[src/design/spc_pkg.sv]
// spc_pkg: shared widths, constants, arctangent table and request/result
// structs for the scan polar-to-Cartesian block.
// No dependencies.
`default_nettype none

package spc_pkg;

    // Field widths
    localparam int RANGE_W = 16;
    localparam int ANGLE_W = 16;
    localparam int OUT_W   = 17;
    localparam int BIDX_W  = 12;
    localparam int CFG_W   = 16;
    localparam int CFG_A_W = 2;

    // Datapath widths: x/y in Q32 millimetres, z in 2^-32 turn
    localparam int XY_W = 51;
    localparam int Z_W  = 34;
    localparam int R_W  = XY_W - 32;

    // Defaults for the top-level parameters
    localparam int MAX_BEAMS_DEF    = 4096;
    localparam int CORDIC_STEPS_DEF = 16;

    // CORDIC gain compensation, 0.60725293501 in Q32
    localparam logic [31:0] GAIN_Q32 = 32'h9B74_EDA8;
    localparam logic [31:0] HALF_Q32 = 32'h8000_0000;

    // Output saturation limit
    localparam logic signed [R_W-1:0] OUT_LIMIT = R_W'(65535);

    // Quarter and half turn in 16-bit binary angle units
    localparam logic signed [ANGLE_W:0] QUARTER_TURN = 17'sd16384;
    localparam logic signed [ANGLE_W:0] HALF_TURN    = 17'sd32768;

    // Configuration register indexes
    localparam logic [CFG_A_W-1:0] REG_MIN_RANGE   = 2'd0;
    localparam logic [CFG_A_W-1:0] REG_MAX_RANGE   = 2'd1;
    localparam logic [CFG_A_W-1:0] REG_START_ANGLE = 2'd2;
    localparam logic [CFG_A_W-1:0] REG_ANGLE_STEP  = 2'd3;

    // Request into the CORDIC unit
    typedef struct packed {
        logic               start;
        logic [RANGE_W-1:0] range;
        logic [ANGLE_W-1:0] angle;
    } spc_req_t;

    // Result out of the CORDIC unit
    typedef struct packed {
        logic                    done;
        logic signed [OUT_W-1:0] x;
        logic signed [OUT_W-1:0] y;
    } spc_res_t;

    // Arctangent of 2^-i in units of 2^-32 turn
    function automatic logic [31:0] atan_turn(input logic [4:0] i);
        logic [31:0] v;
        begin
            case (i)
                5'd0:    v = 32'h2000_0000;
                5'd1:    v = 32'h12E4_051E;
                5'd2:    v = 32'h09FB_385B;
                5'd3:    v = 32'h0511_11D4;
                5'd4:    v = 32'h028B_0D43;
                5'd5:    v = 32'h0145_D7E1;
                5'd6:    v = 32'h00A2_F61E;
                5'd7:    v = 32'h0051_7C55;
                5'd8:    v = 32'h0028_BE53;
                5'd9:    v = 32'h0014_5F2F;
                5'd10:   v = 32'h000A_2F98;
                5'd11:   v = 32'h0005_17CC;
                5'd12:   v = 32'h0002_8BE6;
                5'd13:   v = 32'h0001_45F3;
                5'd14:   v = 32'h0000_A2FA;
                5'd15:   v = 32'h0000_517D;
                5'd16:   v = 32'h0000_28BE;
                5'd17:   v = 32'h0000_145F;
                5'd18:   v = 32'h0000_0A30;
                5'd19:   v = 32'h0000_0518;
                5'd20:   v = 32'h0000_028C;
                5'd21:   v = 32'h0000_0146;
                5'd22:   v = 32'h0000_00A3;
                5'd23:   v = 32'h0000_0051;
                default: v = 32'h0000_0000;
            endcase
            return v;
        end
    endfunction

endpackage

`default_nettype wire

[src/design/spc_beam.sv]
// spc_beam: beam index counter, range window check and beam angle product.
// Depends on spc_pkg.
`default_nettype none

module spc_beam
    import spc_pkg::*;
#(
    parameter int MAX_BEAMS = MAX_BEAMS_DEF,
    localparam int IDX_W = $clog2(MAX_BEAMS)
)
(
    input  wire logic               clk,
    input  wire logic               rst_n,
    input  wire logic               accept,
    input  wire logic [RANGE_W-1:0] range_mm,
    input  wire logic               range_invalid,
    input  wire logic               scan_start,
    input  wire logic [CFG_W-1:0]   min_range,
    input  wire logic [CFG_W-1:0]   max_range,
    input  wire logic [CFG_W-1:0]   start_angle,
    input  wire logic [CFG_W-1:0]   angle_step,
    output logic                    keep,
    output logic [IDX_W-1:0]        idx,
    output logic [ANGLE_W-1:0]      angle
);

    localparam logic [IDX_W-1:0] IDX_MAX = IDX_W'(MAX_BEAMS - 1);

    logic [IDX_W-1:0]       next_index_reg;
    logic [IDX_W-1:0]       next_index_next;
    logic [IDX_W-1:0]       idx_cur;
    logic [IDX_W-1:0]       idx_reg;
    logic [ANGLE_W-1:0]     prod_reg;
    logic [IDX_W+15:0]      prod_full;

    // Restart on scan start, otherwise take the running index
    assign idx_cur = scan_start ? '0 : next_index_reg;

    // Advance and saturate at the last beam
    always_comb
    begin
        next_index_next = next_index_reg;
        if (accept)
        begin
            next_index_next = (idx_cur < IDX_MAX) ? idx_cur + 1'b1 : idx_cur;
        end
    end

    // Drop invalid samples and those outside the range window
    assign keep = !range_invalid && (range_mm >= min_range) && (range_mm <= max_range);

    // Index times step, only the low 16 bits matter for a wrapping angle
    assign prod_full = (IDX_W + 16)'(idx_cur) * (IDX_W + 16)'(angle_step);

    always_ff @(posedge clk or negedge rst_n)
    begin
        if (!rst_n)
        begin
            next_index_reg <= '0;
        end
        else
        begin
            next_index_reg <= next_index_next;
        end
    end

    // Hold index and product of the accepted request
    always_ff @(posedge clk)
    begin
        if (accept)
        begin
            idx_reg  <= idx_cur;
            prod_reg <= prod_full[ANGLE_W-1:0];
        end
    end

    assign idx   = idx_reg;
    assign angle = start_angle + prod_reg;

endmodule

`default_nettype wire

[src/design/spc_cordic.sv]
// spc_cordic: iterative rotation-mode CORDIC, one micro-rotation per cycle,
// with gain scaling, half-turn fold, rounding and saturation.
// Depends on spc_pkg.
`default_nettype none

module spc_cordic
    import spc_pkg::*;
#(
    parameter int CORDIC_STEPS = CORDIC_STEPS_DEF,
    localparam int CNT_W = $clog2(CORDIC_STEPS)
)
(
    input  wire logic     clk,
    input  wire logic     rst_n,
    input  wire spc_req_t req,
    output spc_res_t      res
);

    typedef enum logic [2:0] {
        C_IDLE,
        C_GAIN,
        C_ITER,
        C_ROUND,
        C_DONE
    } cstate_t;

    localparam logic [CNT_W-1:0] CNT_LAST = CNT_W'(CORDIC_STEPS - 1);

    cstate_t                  state_reg;
    cstate_t                  state_next;
    logic [CNT_W-1:0]         cnt_reg;
    logic [RANGE_W-1:0]       range_reg;
    logic                     flip_reg;
    logic signed [XY_W-1:0]   x_reg;
    logic signed [XY_W-1:0]   y_reg;
    logic signed [Z_W-1:0]    z_reg;
    logic signed [OUT_W-1:0]  xo_reg;
    logic signed [OUT_W-1:0]  yo_reg;

    logic signed [ANGLE_W:0]  a_ext;
    logic signed [ANGLE_W:0]  a_fold;
    logic                     flip;
    logic signed [Z_W-1:0]    z_init;
    logic [47:0]              gain_prod;
    logic signed [XY_W-1:0]   xs;
    logic signed [XY_W-1:0]   ys;
    logic signed [Z_W-1:0]    atan_z;
    logic signed [XY_W-1:0]   x_neg;
    logic signed [XY_W-1:0]   y_neg;
    logic signed [OUT_W-1:0]  x_rnd;
    logic signed [OUT_W-1:0]  y_rnd;

    // Fold angles beyond a quarter turn by a half turn
    always_comb
    begin
        a_ext  = {req.angle[ANGLE_W-1], req.angle};
        flip   = (a_ext > QUARTER_TURN) || (a_ext < -QUARTER_TURN);
        a_fold = a_ext;
        if (flip)
        begin
            a_fold = (a_ext > 0) ? a_ext - HALF_TURN : a_ext + HALF_TURN;
        end
        z_init = {{(Z_W - ANGLE_W - 17){a_fold[ANGLE_W]}}, a_fold, 16'b0};
    end

    // Start vector: range times gain in Q32
    assign gain_prod = 48'(range_reg) * 48'(GAIN_Q32);

    // Shared micro-rotation datapath
    assign xs     = x_reg >>> cnt_reg;
    assign ys     = y_reg >>> cnt_reg;
    assign atan_z = $signed({{(Z_W - 32){1'b0}}, atan_turn(5'(cnt_reg))});

    // Undo the fold, then round to millimetres and saturate
    function automatic logic signed [OUT_W-1:0] round_sat(input logic signed [XY_W-1:0] v);
        logic signed [XY_W-1:0] t;
        logic signed [R_W-1:0]  r;
        logic signed [OUT_W-1:0] o;
        begin
            t = v + $signed({{(XY_W - 32){1'b0}}, HALF_Q32});
            r = t[XY_W-1:32];
            if (r > OUT_LIMIT)
            begin
                o = OUT_W'(OUT_LIMIT);
            end
            else if (r < -OUT_LIMIT)
            begin
                o = OUT_W'(-OUT_LIMIT);
            end
            else
            begin
                o = r[OUT_W-1:0];
            end
            return o;
        end
    endfunction

    assign x_neg = flip_reg ? -x_reg : x_reg;
    assign y_neg = flip_reg ? -y_reg : y_reg;
    assign x_rnd = round_sat(x_neg);
    assign y_rnd = round_sat(y_neg);

    // Sequence: gain, iterations, round, then hold the result
    always_comb
    begin
        state_next = state_reg;
        unique case (state_reg)
            C_IDLE:  state_next = C_IDLE;
            C_GAIN:  state_next = C_ITER;
            C_ITER:  state_next = (cnt_reg == CNT_LAST) ? C_ROUND : C_ITER;
            C_ROUND: state_next = C_DONE;
            C_DONE:  state_next = C_DONE;
            default: state_next = C_IDLE;
        endcase
        if (req.start)
        begin
            state_next = C_GAIN;
        end
    end

    always_ff @(posedge clk or negedge rst_n)
    begin
        if (!rst_n)
        begin
            state_reg <= C_IDLE;
        end
        else
        begin
            state_reg <= state_next;
        end
    end

    // Datapath registers
    always_ff @(posedge clk)
    begin
        if (req.start)
        begin
            range_reg <= req.range;
            flip_reg  <= flip;
            z_reg     <= z_init;
        end
        else
        begin
            unique case (state_reg)
                C_GAIN:
                begin
                    x_reg   <= $signed({{(XY_W - 48){1'b0}}, gain_prod});
                    y_reg   <= '0;
                    cnt_reg <= '0;
                end
                C_ITER:
                begin
                    if (!z_reg[Z_W-1])
                    begin
                        x_reg <= x_reg - ys;
                        y_reg <= y_reg + xs;
                        z_reg <= z_reg - atan_z;
                    end
                    else
                    begin
                        x_reg <= x_reg + ys;
                        y_reg <= y_reg - xs;
                        z_reg <= z_reg + atan_z;
                    end
                    cnt_reg <= cnt_reg + 1'b1;
                end
                C_ROUND:
                begin
                    xo_reg <= x_rnd;
                    yo_reg <= y_rnd;
                end
                default:
                begin
                end
            endcase
        end
    end

    assign res.done = (state_reg == C_DONE);
    assign res.x    = xo_reg;
    assign res.y    = yo_reg;

endmodule

`default_nettype wire

[src/design/scan_polar_to_cartesian.sv]
// scan_polar_to_cartesian: top level with configuration registers,
// request sequencer and output register. Depends on spc_pkg, spc_beam, spc_cordic.
//
//  Channel   Direction  Handshake                  Content
//  s_axis    in         tvalid/tready              range sample, invalid flag, scan start
//  m_axis    out        tvalid/tready              x, y, beam index
//  cfg       in         cfg_we (no wait)           min/max range, start angle, angle step
//
// A kept request raises the result valid after the launch, the gain product, the
// rotations, the rounding and the load of the output register. The next request is
// taken the cycle after the load; a dropped sample leaves the input ready. Input is
// not taken while a request is in the CORDIC unit.
// A result waits in the output register until taken; a new request may be
// taken meanwhile and stalls before its own result if the register is full.
// Reset is asynchronous and clears the beam index and all control state.
`default_nettype none

module scan_polar_to_cartesian
    import spc_pkg::*;
#(
    parameter int MAX_BEAMS    = MAX_BEAMS_DEF,
    parameter int CORDIC_STEPS = CORDIC_STEPS_DEF
)
(
    input  wire logic               clk,
    input  wire logic               rst_n,
    input  wire logic               s_axis_tvalid,
    output logic                    s_axis_tready,
    input  wire logic [15:0]        s_axis_tdata,   // [15:0] range_mm
    input  wire logic [1:0]         s_axis_tuser,   // [0] range_invalid, [1] scan_start
    output logic                    m_axis_tvalid,
    input  wire logic               m_axis_tready,
    output logic [47:0]             m_axis_tdata,   // [16:0] x_mm, [33:17] y_mm,
                                                    // [45:34] beam_index, [47:46] zero
    input  wire logic               cfg_we,
    input  wire logic [CFG_A_W-1:0] cfg_addr,
    input  wire logic [CFG_W-1:0]   cfg_data
);

    localparam int IDX_W = $clog2(MAX_BEAMS);

    typedef enum logic [1:0] {
        S_IDLE,
        S_ANGLE,
        S_RUN
    } state_t;

    state_t                   state_reg;
    state_t                   state_next;
    logic [CFG_W-1:0]         min_range_reg;
    logic [CFG_W-1:0]         max_range_reg;
    logic [CFG_W-1:0]         start_angle_reg;
    logic [CFG_W-1:0]         angle_step_reg;
    logic                     out_valid_reg;
    logic                     out_valid_next;
    logic signed [OUT_W-1:0]  x_out_reg;
    logic signed [OUT_W-1:0]  y_out_reg;
    logic [BIDX_W-1:0]        idx_out_reg;
    logic [RANGE_W-1:0]       range_reg;

    logic                     in_accept;
    logic                     keep;
    logic [IDX_W-1:0]         idx;
    logic [ANGLE_W-1:0]       angle;
    logic                     out_free;
    logic                     out_load;
    spc_req_t                 req;
    spc_res_t                 res;

    assign s_axis_tready = (state_reg == S_IDLE);
    assign in_accept     = s_axis_tvalid && s_axis_tready;
    assign out_free      = !out_valid_reg || m_axis_tready;
    assign out_load      = (state_reg == S_RUN) && res.done && out_free;

    // Beam index and angle
    spc_beam #(
        .MAX_BEAMS (MAX_BEAMS)
    ) u_beam (
        .clk           (clk),
        .rst_n         (rst_n),
        .accept        (in_accept),
        .range_mm      (s_axis_tdata[RANGE_W-1:0]),
        .range_invalid (s_axis_tuser[0]),
        .scan_start    (s_axis_tuser[1]),
        .min_range     (min_range_reg),
        .max_range     (max_range_reg),
        .start_angle   (start_angle_reg),
        .angle_step    (angle_step_reg),
        .keep          (keep),
        .idx           (idx),
        .angle         (angle)
    );

    // Launch the CORDIC once the angle is settled
    assign req.start = (state_reg == S_ANGLE);
    assign req.range = range_reg;
    assign req.angle = angle;

    spc_cordic #(
        .CORDIC_STEPS (CORDIC_STEPS)
    ) u_cordic (
        .clk   (clk),
        .rst_n (rst_n),
        .req   (req),
        .res   (res)
    );

    // Sequencer
    always_comb
    begin
        state_next = state_reg;
        unique case (state_reg)
            S_IDLE:  state_next = (in_accept && keep) ? S_ANGLE : S_IDLE;
            S_ANGLE: state_next = S_RUN;
            S_RUN:   state_next = out_load ? S_IDLE : S_RUN;
            default: state_next = S_IDLE;
        endcase
    end

    // Output valid: set on load, drop when taken
    always_comb
    begin
        out_valid_next = out_valid_reg;
        if (out_load)
        begin
            out_valid_next = 1'b1;
        end
        else if (m_axis_tready)
        begin
            out_valid_next = 1'b0;
        end
    end

    always_ff @(posedge clk or negedge rst_n)
    begin
        if (!rst_n)
        begin
            state_reg       <= S_IDLE;
            out_valid_reg   <= 1'b0;
            min_range_reg   <= 16'd0;
            max_range_reg   <= 16'd65535;
            start_angle_reg <= 16'd0;
            angle_step_reg  <= 16'd182;
        end
        else
        begin
            state_reg     <= state_next;
            out_valid_reg <= out_valid_next;
            if (cfg_we)
            begin
                unique case (cfg_addr)
                    REG_MIN_RANGE:   min_range_reg   <= cfg_data;
                    REG_MAX_RANGE:   max_range_reg   <= cfg_data;
                    REG_START_ANGLE: start_angle_reg <= cfg_data;
                    REG_ANGLE_STEP:  angle_step_reg  <= cfg_data;
                    default:
                    begin
                    end
                endcase
            end
        end
    end

    // Payload registers
    always_ff @(posedge clk)
    begin
        if (in_accept)
        begin
            range_reg <= s_axis_tdata[RANGE_W-1:0];
        end
        if (out_load)
        begin
            x_out_reg   <= res.x;
            y_out_reg   <= res.y;
            idx_out_reg <= BIDX_W'(idx);
        end
    end

    assign m_axis_tvalid = out_valid_reg;
    assign m_axis_tdata  = {2'b00, idx_out_reg, y_out_reg, x_out_reg};

`ifndef SYNTH
    // CORDIC is never done in the cycle right after a launch
    assert property (@(posedge clk) disable iff (!rst_n)
        (state_reg == S_ANGLE) |=> (state_reg == S_RUN) && !res.done)
        else $error("cordic reports done right after launch");

    // A new result appears only from a finished CORDIC run
    assert property (@(posedge clk) disable iff (!rst_n)
        $rose(m_axis_tvalid) |-> $past(state_reg == S_RUN) && $past(res.done))
        else $error("result loaded without a finished run");

    // Saturation keeps coordinates within +-65535
    assert property (@(posedge clk) disable iff (!rst_n)
        m_axis_tvalid |-> (x_out_reg != 17'sh10000) && (y_out_reg != 17'sh10000))
        else $error("coordinate outside saturation limit");

    // Input is held off while a request is in flight
    assert property (@(posedge clk) disable iff (!rst_n)
        (in_accept && keep) |=> !s_axis_tready)
        else $error("input taken while busy");
`endif

endmodule

`default_nettype wire

[config.mk]
export PLATFORM = sky130hd
export DESIGN_NAME = scan_polar_to_cartesian
export DESIGN_NICKNAME = d
export VERILOG_FILES = /design/src/design/spc_pkg.sv /design/src/design/spc_beam.sv /design/src/design/spc_cordic.sv /design/src/design/scan_polar_to_cartesian.sv
export SDC_FILE = /design/constraint.sdc
export NUM_CORES = 2
export LEC_CHECK = 0
export ABC_CLOCK_PERIOD_IN_PS = 7600
export BUFFER_PORTS_ARGS = -buffer_cell sky130_fd_sc_hd__buf_2
export CAP_MARGIN = 15
export CORE_MARGIN = 2
export CORE_UTILIZATION = 50
export DETAILED_ROUTE_END_ITERATION = 12
export PLACE_DENSITY = 0.66
export SLEW_MARGIN = 20
export SYNTH_ARGS = -nofsm -noshare
export SYNTH_HDL_FRONTEND = slang
export SYNTH_SLANG_ARGS = --single-unit
[constraint.sdc]
create_clock -name clk -period 7.6 [get_ports clk]
set_input_delay 1.52 -clock clk [delete_from_list [all_inputs] [get_ports clk]]
set_output_delay 1.52 -clock clk [all_outputs]
set_load 0.01 [all_outputs]
==> impl_metrics.json <==
{
  "grt.total_usage": 0.2615,
  "synthesis.instances": 4877,
  "vdd_drop_max_mv": 0.1713,
  "path_max_fanout": 49,
  "diodes": 0,
  "routed_wl_um": 119400,
  "synth-xor-area-share": 0.07665,
  "nNetsFinal": 5556,
  "hold_path_depth": 0,
  "synth-seq-cells": 393,
  "synth.cell_area_sq_um": 44870,
  "synth-compound-area-share": 0.1504,
  "fin_tns_setup_ns": 0,
  "crit_path_max_incr_delay_ns": 0.62,
  "hp-class": "reg -> reg",
  "rows": 109,
  "root_buffer": "clkbuf_16",
  "cts_tree": "yes",
  "io_pins": 91,
  "num_vias": 36080,
  "synth_edf_count": 265,
  "setup_slack_ns": 0.6502,
  "use_met2": 0.4437,
  "rsz0062_at_grt": "false",
  "drc": 0,
  "start_util": 0.5062,
  "ys_async_sr_fraction": 0.2087,
  "clockBufferDepth": 3,
  "synth.distinct_cells": 101,
  "slew_violations": 0,
  "stdcell_count": 6074,
  "dieArea_sq_um": 92160,
  "path_depth": 25,
  "pre_cts_slack_ns": 0.4598,
  "ant_nets": 0,
  "crit_path_end_kind": "flip-flop",
  "fp.coreArea_sq_um": 88650,
  "cts.htree.levels": 2,
  "r2r_slack_ns": 0.65,
  "postPlaceCellArea_sq_um": 46380,
  "worstPathRequired_ns": 7.94,
  "cap_violations": 0,
  "syn_to_final_growth_pct": 7.227,
  "cp.arrival_ns": 7.29,
  "final_core_util": 0.5428,
  "synthMuxAreaShare": 0.09572,
  "clkLatencyLatePin_ns": 0.63,
  "tightestPinTransition_ns": 1.097,
  "ys_seq_area_frac": 0.2442,
  "numPortBuffers": 88,
  "grt_max_degree": 104,
  "cts-hold-fix-buffers": 0,
  "numCtsBuffers": 49,
  "fp.dieW_um": 303.6,
  "r2r_cells": 25,
  "layout_min_cycle_time_ns": 6.950,
  "met1_usage": 0.3445,
  "avgRoutedWirePerCell_um": 19.66,
  "synth_area_per_cell_sq_um": 9.201,
  "initialDrtViolationCount": 2578,
  "dpl.hpwl_um": 93380,
  "power_density_nw_per_um2": 108.5,
  "grt_pass1_wl_um": 192400,
  "dr.pass1.iters": 5,
  "grtUsageMet3": 0.03912,
  "finalCritPeriodShare": 0.9144,
  "critPathKind": "reg -> reg",
  "critPathBufInv": 1,
  "gp_congestion": 0.9950,
  "worst_path_dominant_cell_family": "compound AO/OA/AOI/OAI gates",
  "synth_ff_type": "edfxtp_1",
  "finalSetupViolations": 0,
  "grt_pass1_vias": 35370,
  "clock_sinks": 393,
  "outcome": "finished, final reports clean",
  "start_kind": "flip-flop",
  "clk_pin_slew_ns": 0.07,
  "synth_top_family_by_area": "adder cells",
  "grt.overflow.total": 0,
  "vias_per_cell": 5.940,
  "slowest_stage": "or4b_1",
  "place_inst": 5978,
  "p_total_mw": 5.219,
  "relSlewSlack": 0.2690,
  "antenna_found_initial": 0,
  "drive_gt1_frac": 0.1078,
  "synth_simple_gate_area_frac": 0.1502,
  "hold_viol": 0,
  "yosys_warnings": 0,
  "final_area_sq_um": 48120,
  "max_freq_mhz": 143.9,
  "cpMostUsedCell": "o21ai_0",
  "clock_skew_ns": 0.02907,
  "synth_fa_ha_area_frac": 0.2218,
  "power_leakage_nw": 20.64,
  "die_h_um": 303.6,
  "grt_busiest_layer": "met2",
  "hold_slack_ns": 0.4152
}
## routing by layer
layer	vias up	share of wire
met5	-	0
met4	0	0.032
met3	217	0.064
met2	1161	0.48
met1	17430	0.43
li1	17280	-
## synthesized netlist by cell type (23+ instances only)
master / n / share of area
fa_1: 251 / 0.11
a31oi_1: 54 / 0.0075
or2_2: 23 / 0.0032
xor2_1: 178 / 0.035
xnor2_1: 211 / 0.041
o21ai_0: 243 / 0.027
and3_1: 41 / 0.0057
nor4_1: 38 / 0.0053
o21a_1: 35 / 0.0059
nor2_1: 345 / 0.029
a21o_1: 111 / 0.019
nand2b_1: 54 / 0.0075
buf_2: 24 / 0.0027
or3_1: 30 / 0.0042
nor2b_1: 52 / 0.0072
clkbuf_1: 149 / 0.012
a211oi_1: 41 / 0.0069
dfxtp_1: 46 / 0.021
edfxtp_1: 265 / 0.18
mux2_2: 95 / 0.024
inv_1: 481 / 0.040
nand3_1: 82 / 0.0091
buf_1: 27 / 0.0023
nand4_1: 41 / 0.0057
nor3_1: 75 / 0.0084
nand2_1: 465 / 0.039
mux2i_1: 77 / 0.017
o21bai_1: 38 / 0.0064
mux4_2: 109 / 0.055
and2_1: 81 / 0.011
a21oi_1: 320 / 0.036
dfrtp_1: 61 / 0.034
ha_1: 394 / 0.11
## path summary, 6_finish.rpt
check,startpoint,to
setup / recovery,u_cordic.cnt_reg[0],u_cordic.x_reg[46]
hold / removal,u_cordic.xo_reg[9],x_out_reg[9]
setup reg to reg,u_cordic.cnt_reg[0],u_cordic.x_reg[46]
hold reg to reg,u_cordic.xo_reg[9],x_out_reg[9]
max in group asynchronous,rst_n,start_angle_reg[4]
min in group asynchronous,rst_n,u_beam.next_index_reg[7]
## logic make-up (layout without fill, tap and decap cells)
kind of cell    count (synthesis)  count (layout)
mux                           281             281
buf+inv                       699             730
compound gates               1065            1065
simple gates                 1402            1402
xor+xnor                      391             391
fa+ha+maj                     645             645
flops                         393             393
other cells                     1               2
## cell usage in the layout, fill, tap and decap left out, types with 52 or more instances in the layout
cell type  instances
xor2_1           178
nand3_1           82
buf_2             87
a21o_1           111
fa_1             251
nand2_1          465
and2_1            81
mux2i_1           76
a21oi_1          319
o21ai_0          242
edfxtp_1         265
nor2b_1           52
nor3_1            74
inv_1            478
a31oi_1           54
xnor2_1          211
nand2b_1          54
ha_1             394
buf_4             67
nor2_1           345
mux2_2            95
dfrtp_1           61
mux4_2           109
## timing repair
action	in CTS	in global routing
setup buffers	0	6
gates resized for setup	0	2
endpoints found under the setup margin	0	10
## power by group
part	total (mW)	internal [mW]	switching, mW
clock	2.46	1.45	1.01
sequential	2.41	2.34	0.0726
combinational	0.348	0.159	0.189
## area by class of cell
cell class              instances  area [sq um]
clock buffers                  60          1319
clock inverters                30         360.3
fillers                      8087         40530
inverters                     483          1815
multi-input cells            3786         31220
flip-flops and latches        393         10960
well taps                    1165          1458
repair buffers                157         989.7
Note: power is estimated with default switching activity, not from simulation.
